### config.mk
export PLATFORM = sky130hd
export DESIGN_NAME = archive_byte_stream_decipher
export DESIGN_NICKNAME = d
export VERILOG_FILES = /design/src/hdl/abs_pkg.sv /design/src/hdl/archive_byte_stream_decipher.sv /design/src/hdl/abs_cfg_regs.sv /design/src/hdl/abs_keystream.sv /design/src/hdl/abs_byte_xform.sv
export SDC_FILE = /design/constraint.sdc
export NUM_CORES = 1
export LEC_CHECK = 0
export ABC_AREA = 1
export BUFFER_PORTS_ARGS = -buffer_cell sky130_fd_sc_hd__buf_2
export CAP_MARGIN = 20
export CORE_MARGIN = 3
export CORE_UTILIZATION = 42
export DETAILED_ROUTE_END_ITERATION = 8
export PLACE_DENSITY_LB_ADDON = 0.1
export SYNTH_ARGS = -nofsm -noshare
export SYNTH_HDL_FRONTEND = slang
export SYNTH_SLANG_ARGS = --single-unit
### constraint.sdc
create_clock -name clk -period 5.9 [get_ports clk]
set_input_delay 1.18 -clock clk [delete_from_list [all_inputs] [get_ports clk]]
set_output_delay 1.18 -clock clk [all_outputs]
set_load 0.02 [all_outputs]
### src/hdl/abs_pkg.sv
// Types, register indexes and helper functions of the byte stream decipher
package abs_pkg;

  localparam int unsigned CfgIdxW = 2;
  localparam logic [3:0] IdxBReload = 4'd8;

  typedef enum logic [CfgIdxW-1:0] {
    REG_NAME_KEY = 2'd0,
    REG_SIZE_KEY = 2'd1,
    REG_START_MIX = 2'd2,
    REG_ENABLE = 2'd3
  } cfg_reg_t;

  typedef struct packed {
    logic [31:0] name_key;
    logic [31:0] size_key;
    logic [6:0]  start_mix;
    logic        enable;
  } cfg_t;

  typedef struct packed {
    logic [3:0] idx_a;
    logic [3:0] idx_b;
    logic       swap;
    logic [6:0] mix;
  } ks_t;

  // Pick byte idx (mod 4) of a key word, little-endian
  function automatic logic [7:0] key_byte(input logic [31:0] key, input logic [1:0] idx);
    return key[{idx, 3'b000} +: 8];
  endfunction

  // v mod 7 by reciprocal estimate (36/256) and one correction
  function automatic logic [2:0] mod7(input logic [6:0] v);
    logic [12:0] p;
    logic [4:0]  q;
    logic [7:0]  prod;
    logic [6:0]  r;
    p = 13'(v) * 13'd36;
    q = p[12:8];
    prod = 8'(q) * 8'd7;
    r = 7'(8'(v) - prod);
    if (r >= 7'd7) begin
      r = r - 7'd7;
    end
    return r[2:0];
  endfunction

  // v mod 12: low two bits pass, (v >> 2) mod 3 by estimate (10/32) and correction
  function automatic logic [3:0] mod12(input logic [6:0] v);
    logic [4:0] u;
    logic [8:0] p;
    logic [3:0] q;
    logic [4:0] prod;
    logic [4:0] r;
    u = v[6:2];
    p = 9'(u) * 9'd10;
    q = p[8:5];
    prod = 5'(5'(q) * 5'd3);
    r = u - prod;
    if (r >= 5'd3) begin
      r = r - 5'd3;
    end
    return {r[1:0], v[1:0]};
  endfunction

endpackage

### src/hdl/archive_byte_stream_decipher.sv
// Top level of the archive byte stream decipher
//
//   port group   dir  payload
//   s_*          in   tdata[7:0] cipher_byte, tuser[0] restart
//   m_*          out  tdata[7:0] plain_byte
//   cfg_*        in   write enable, 2-bit register index, 32-bit data
//
// One word per cycle while the output is taken: an input register feeds the keystream update
// and byte transform, which load the result register in the same cycle.
// A taken word passes the input register and then the result register to the output.
// rst is synchronous: keys, enable and start mix clear, indices go to A=0, B=8.
// A stalled output holds its word; the input register still takes one more.
module archive_byte_stream_decipher (
  input  logic                        clk,
  input  logic                        rst,
  input  logic                        s_tvalid,
  output logic                        s_tready,
  input  logic [7:0]                  s_tdata,  // [7:0] cipher_byte
  input  logic                        s_tuser,  // [0] restart
  output logic                        m_tvalid,
  input  logic                        m_tready,
  output logic [7:0]                  m_tdata,  // [7:0] plain_byte
  input  logic                        cfg_wr_en,
  input  logic [abs_pkg::CfgIdxW-1:0] cfg_index,
  input  logic [31:0]                 cfg_data
);
  import abs_pkg::*;

  cfg_t       cfg;
  ks_t        cur;
  logic       in_valid;
  logic [7:0] in_byte;
  logic       in_restart;
  logic       out_free;
  logic       advance;
  logic [7:0] plain_byte;

  assign out_free = !m_tvalid || m_tready;
  assign advance = in_valid && out_free;
  assign s_tready = !in_valid || advance;

  abs_cfg_regs u_cfg (
    .clk       (clk),
    .rst       (rst),
    .cfg_wr_en (cfg_wr_en),
    .cfg_index (cfg_index),
    .cfg_data  (cfg_data),
    .cfg       (cfg)
  );

  abs_keystream u_ks (
    .clk     (clk),
    .rst     (rst),
    .cfg     (cfg),
    .restart (in_restart),
    .advance (advance),
    .cur     (cur)
  );

  abs_byte_xform u_xf (
    .cfg         (cfg),
    .cur         (cur),
    .cipher_byte (in_byte),
    .plain_byte  (plain_byte)
  );

  // Input register: take a word whenever it empties or moves on
  always_ff @(posedge clk) begin
    if (rst) begin
      in_valid <= 1'b0;
    end else if (s_tready) begin
      in_valid <= s_tvalid;
    end
  end

  always_ff @(posedge clk) begin
    if (s_tready && s_tvalid) begin
      in_byte <= s_tdata;
      in_restart <= s_tuser;
    end
  end

  // Result register: load on advance, drop when taken
  always_ff @(posedge clk) begin
    if (rst) begin
      m_tvalid <= 1'b0;
    end else if (out_free) begin
      m_tvalid <= advance;
    end
  end

  always_ff @(posedge clk) begin
    if (advance) begin
      m_tdata <= plain_byte;
    end
  end

endmodule

### src/hdl/abs_cfg_regs.sv
// Configuration register file of the byte stream decipher
module abs_cfg_regs (
  input  logic                             clk,
  input  logic                             rst,
  input  logic                             cfg_wr_en,
  input  logic [abs_pkg::CfgIdxW-1:0]      cfg_index,
  input  logic [31:0]                      cfg_data,
  output abs_pkg::cfg_t                    cfg
);
  import abs_pkg::*;

  cfg_t regs;

  // Write one register per enabled cycle
  always_ff @(posedge clk) begin
    if (rst) begin
      regs <= '0;
    end else if (cfg_wr_en) begin
      case (cfg_reg_t'(cfg_index))
        REG_NAME_KEY:  regs.name_key <= cfg_data;
        REG_SIZE_KEY:  regs.size_key <= cfg_data;
        REG_START_MIX: regs.start_mix <= cfg_data[6:0];
        REG_ENABLE:    regs.enable <= cfg_data[0];
        default:       regs <= regs;
      endcase
    end
  end

  assign cfg = regs;

endmodule

### src/hdl/abs_keystream.sv
// Keystream state: indices, swap flag and mix value with their update rules
module abs_keystream (
  input  logic          clk,
  input  logic          rst,
  input  abs_pkg::cfg_t cfg,
  input  logic          restart,
  input  logic          advance,
  output abs_pkg::ks_t  cur
);
  import abs_pkg::*;

  ks_t        state;
  ks_t        state_next;
  ks_t        upd;
  logic [4:0] a1;
  logic [4:0] b1;
  logic [6:0] mix2;

  // Apply restart ahead of the word
  always_comb begin
    if (restart) begin
      cur.idx_a = '0;
      cur.idx_b = IdxBReload;
      cur.swap = 1'b0;
      cur.mix = cfg.start_mix;
    end else begin
      cur = state;
    end
  end

  // Advance indices and apply the table rules
  always_comb begin
    a1 = 5'(cur.idx_a) + 5'd1;
    b1 = 5'(cur.idx_b) + 5'd1;
    mix2 = cur.mix + 7'd2;
    upd = cur;
    if (!a1[4]) begin
      upd.idx_a = a1[3:0];
      if (b1 > 5'd12) begin
        upd.idx_b = '0;
        upd.swap = ~cur.swap;
      end else begin
        upd.idx_b = b1[3:0];
      end
    end else if (b1 <= 5'd8) begin
      upd.idx_a = '0;
      upd.idx_b = b1[3:0];
      upd.swap = ~cur.swap;
    end else begin
      upd.mix = mix2;
      if (cur.swap) begin
        upd.swap = 1'b0;
        upd.idx_a = 4'(mod7(mix2));
        upd.idx_b = mod12(mix2) + 4'd2;
      end else begin
        upd.swap = 1'b1;
        upd.idx_a = mod12(mix2) + 4'd3;
        upd.idx_b = 4'(mod7(mix2));
      end
    end
  end

  // Hold state when disabled, but keep a restart
  always_comb begin
    state_next = state;
    if (advance) begin
      state_next = cfg.enable ? upd : cur;
    end
  end

  always_ff @(posedge clk) begin
    if (rst) begin
      state.idx_a <= '0;
      state.idx_b <= IdxBReload;
      state.swap <= 1'b0;
      state.mix <= '0;
    end else begin
      state <= state_next;
    end
  end

endmodule

### src/hdl/abs_byte_xform.sv
// Byte transform: mix and key B XOR, optional nibble swap, key A XOR; pass-through when disabled
module abs_byte_xform (
  input  abs_pkg::cfg_t cfg,
  input  abs_pkg::ks_t  cur,
  input  logic [7:0]    cipher_byte,
  output logic [7:0]    plain_byte
);
  import abs_pkg::*;

  logic [7:0] t0;
  logic [7:0] t1;

  always_comb begin
    t0 = cipher_byte ^ {1'b0, cur.mix} ^ key_byte(cfg.size_key, cur.idx_b[1:0]);
    t1 = cur.swap ? {t0[3:0], t0[7:4]} : t0;
    plain_byte = cfg.enable ? (t1 ^ key_byte(cfg.name_key, cur.idx_a[1:0])) : cipher_byte;
  end

endmodule

==> key figures <==
Power
  – Switching share of power: 39.9%
  – Reg power frac: 29.5%
  – PwrDens: between 300 and 400 nW/um^2
  – Total internal power: 1.64 mW
  – Clk pwr share: between 20% and 30%
  – Maximum vdd ir drop: between 0.00015 and 0.0002 V
  – Switching power: around 1.1 mW
  – LEAKAGE: around 3.5 nW
  – Comb power frac: around 49%

Synth
  – Post-synth EDFFs: 17
  – Post-Syn Nets: approximately 1,000
  – Synth top area share: between 20% and 30%
  – Top post-synthesis cells by count: nand2_1 (159), nor2_1 (152), o21ai_0 (109)
  – Top-count cell post-synth: nand2_1
  – Mapped Area: around 6600 sq um
  – Top post-synthesis cells by area: dfxtp_1 (27%), nand2_1 (9.1%), nor2_1 (8.7%)
  – Synth warnings: 0
  – Register area share after synthesis: around a third
  – Post-Syn Area per Cell: just over 7 sq um
  – Flop and latch count out of synthesis: 107
  – Yosys cell types: 46
  – Top_reg_cell synth: dfxtp_1
  – Yosys top cell by area: dfxtp_1
  – FFs w/ async S/R, synth: 0%
  – Post-Synthesis Cells: between 900 and 1,000

Die
  – Die height: approximately 130 um
  – Die ar.: ~17,000 sq um
  – Die X: 131 um
  – Initial Util: between 40% and 50%
  – Ports: 58
  – Row count: 45
  – Core ar.: 15,300 sq um

Final layout
  – Nets: approximately 1,100
  – Fillers: 1,566
  – Final core occ: 51.8%
  – Fraction of layout cells with a size suffix above 1: 19.3%
  – Multi-input gate area: 4070 sq um
  – Register area: between 2000 and 2500 sq um
  – Synth-to-layout area growth: 20.2%
  – Antenna diodes: 0
  – Fin area: 7910 sq um
  – Non-Filler Instances: ~1,200

Placement
  – Placer congestion estimate: around 0.80
  – Area of placed instances: slightly above 7000 sq um
  – Port buffer count: 57
  – HPWL after DPL: about 13,000 um
  – Dpl cells: 1,161

Critical path
  – Worst path required time: 6130 ps
  – Setup Crit Path Kind: reg -> reg
  – Worst path slowest cell: fa_1
  – R2R depth: 38
  – Worst EP arrival: around 5800 ps
  – CP peak stage delay: approximately 530 ps
  – Cell mode on critical path: nand2_1
  – Top fanout value on the critical path: 5
  – Setup crit end kind: flip-flop
  – Crit start category: flip-flop

Clocking
  – Clk_lat worst skew: ~350 ps
  – Number of CTS-inserted buffers: 9
  – TritonCTS clock tree: yes
  – Root buffer cell: clkbuf_16
  – Hold_buf cts: 0
  – CTS Buffer Depth: 2
  – Sink Count: ~110
  – H-tree depth: 3
  – Reg clk slew, reported paths: roughly 70 ps

Global routing
  – Pin count of the biggest net entering global routing: 79
  – GRT Overall Usage: about a fifth
  – GRT overflow: 0
  – Number of global-route vias before repair: 5,452
  – First-pass GRT wire length: 29,300 um
  – Antenna violations before repair: 0

STA
  – Min Hold Slack: 459 ps
  – Max transition margin: between 30% and 40%
  – Final Cycle Share: a little over nine tenths
  – Final Hold Vio Count: 0
  – Setup Viol. Count Final: 0
  – Post-Route Skew: around 4 ps
  – Max Fclk: about 180 MHz
  – Final min period: 5560 ps
  – Total negative slack: 0 ps
  – Slew @ Worst Pin: about 1000 ps
  – Max Transition Viols Final: 0

Routing
  – Via Count: approximately 6,000
  – Initial DRC Count: between 400 and 500
  – Wire length per cell: approximately 15 um
  – DRC: 0
  – DRT antenna net count: 0
  – Vias/cell: 5.01
  – Routed wire length: between 15,000 and 20,000 um
  – 1st-pass router iterations: 5

Flow run
  – MaxCap Viol Count: 0

Worst hold path
  – Hold depth: 2
  – Worst hold-check path type: reg -> reg

Outcome
  – Status: completed
[state kept, by name, summed over array words and instances (netlist names)]
| name | flops |
|---|---|
| in_restart | 1 |
| m_tvalid | 1 |
| u_cfg.cfg | 72 |
| in_byte | 8 |
| in_valid | 1 |
| m_tdata | 8 |
| u_ks.state | 16 |
[area by class of cell]
type	instances	share of cell area, %
Clock buffer	9	2.85
Clock inverter	7	0.886
Inverter	94	4.46
Multi-Input combinational cell	676	51.5
Sequential cell	107	29.2
Tap cell	211	3.34
Timing Repair Buffer	91	7.72
[cells in the final DEF, fill, tap and decap left out, types with 6 or more instances in the layout]
| master | n |
|---|---|
| nor2_1 | 151 |
| nand2_1 | 143 |
| o21ai_0 | 108 |
| dfxtp_1 | 90 |
| inv_1 | 82 |
| buf_2 | 57 |
| a21oi_1 | 47 |
| nand3_1 | 33 |
| ha_1 | 25 |
| buf_4 | 23 |
| xor2_1 | 21 |
| nand2_2 | 21 |
| edfxtp_1 | 17 |
| o22ai_1 | 16 |
| xnor2_1 | 15 |
| inv_2 | 9 |
| nand3_2 | 9 |
| fa_1 | 9 |
| ha_4 | 9 |
| clkbuf_16 | 9 |
| buf_6 | 8 |
| a21oi_2 | 7 |
| o21ai_1 | 6 |
[power groups by stage]
stage	clock network, mW	registers, mW	logic [mW]
6_report	0.596	0.802	1.32
5_1_grt	0.639	0.807	1.52
4_1_cts	0.607	0.802	1.09
3_5_place_dp	0	0.819	1.08
3_3_place_gp	0	0.819	1.10
2_1_floorplan	0	0.817	0.866
[per-stage QoR]
stage                     worst slack [ps]  total power, mW
after CTS                             16.0             2.50
after global routing                  -129             2.96
after floorplan                        204             1.68
after global placement                 136             1.91
after detailed placement              26.5             1.90
final                                  336             2.72
[per-layer routing]
layer / GRT usage, % / vias to the layer above / routed length (um)
li1: - / 3112 / -
met4: 4.14 / 0 / 146
met3: 3.75 / 16 / 868
met1: 31.9 / 2747 / 9540
met2: 30.7 / 117 / 7900
met5: 0 / - / 0
[path summary, 6_finish.rpt]
path                startpoint            end  slack (ps)
setup reg to reg    in_restart  u_ks.state[9]         340
setup / recovery    in_restart  u_ks.state[9]         340
hold / removal    u_cfg.cfg[1]   u_cfg.cfg[1]         460
hold reg to reg   u_cfg.cfg[1]   u_cfg.cfg[1]         460
[worst max-delay path, delay by kind of cell (launching register included)]
family	cells	cell delay, ps
xor gates and xnor gates	2	360
adders and majority gates	5	1780
buffers and inverters	7	750
and+or+nand+nor	20	1550
DFF	1	510
AOI/OAI and AO/OA	4	490
[repair_timing]
item                                    4_1_cts  5_1_grt
resized for setup                             0       71
buffers inserted                              0       17
endpoints found under the hold margin         0        0
endpoints found under the setup margin        0        8
[cells by family (layout without fill, tap and decap cells)]
family	after synthesis	in the layout	synth area share, %
adder cells (fa/ha/maj)	43	43	9.20
flip-flops	107	107	35.1
AO/OA/AOI/OAI	204	204	17.2
buffers and inverters	132	201	7.83
XOR/XNOR	45	45	6.28
AND/OR/NAND/NOR	384	384	24.4
Power figures use the tool's default switching activity.
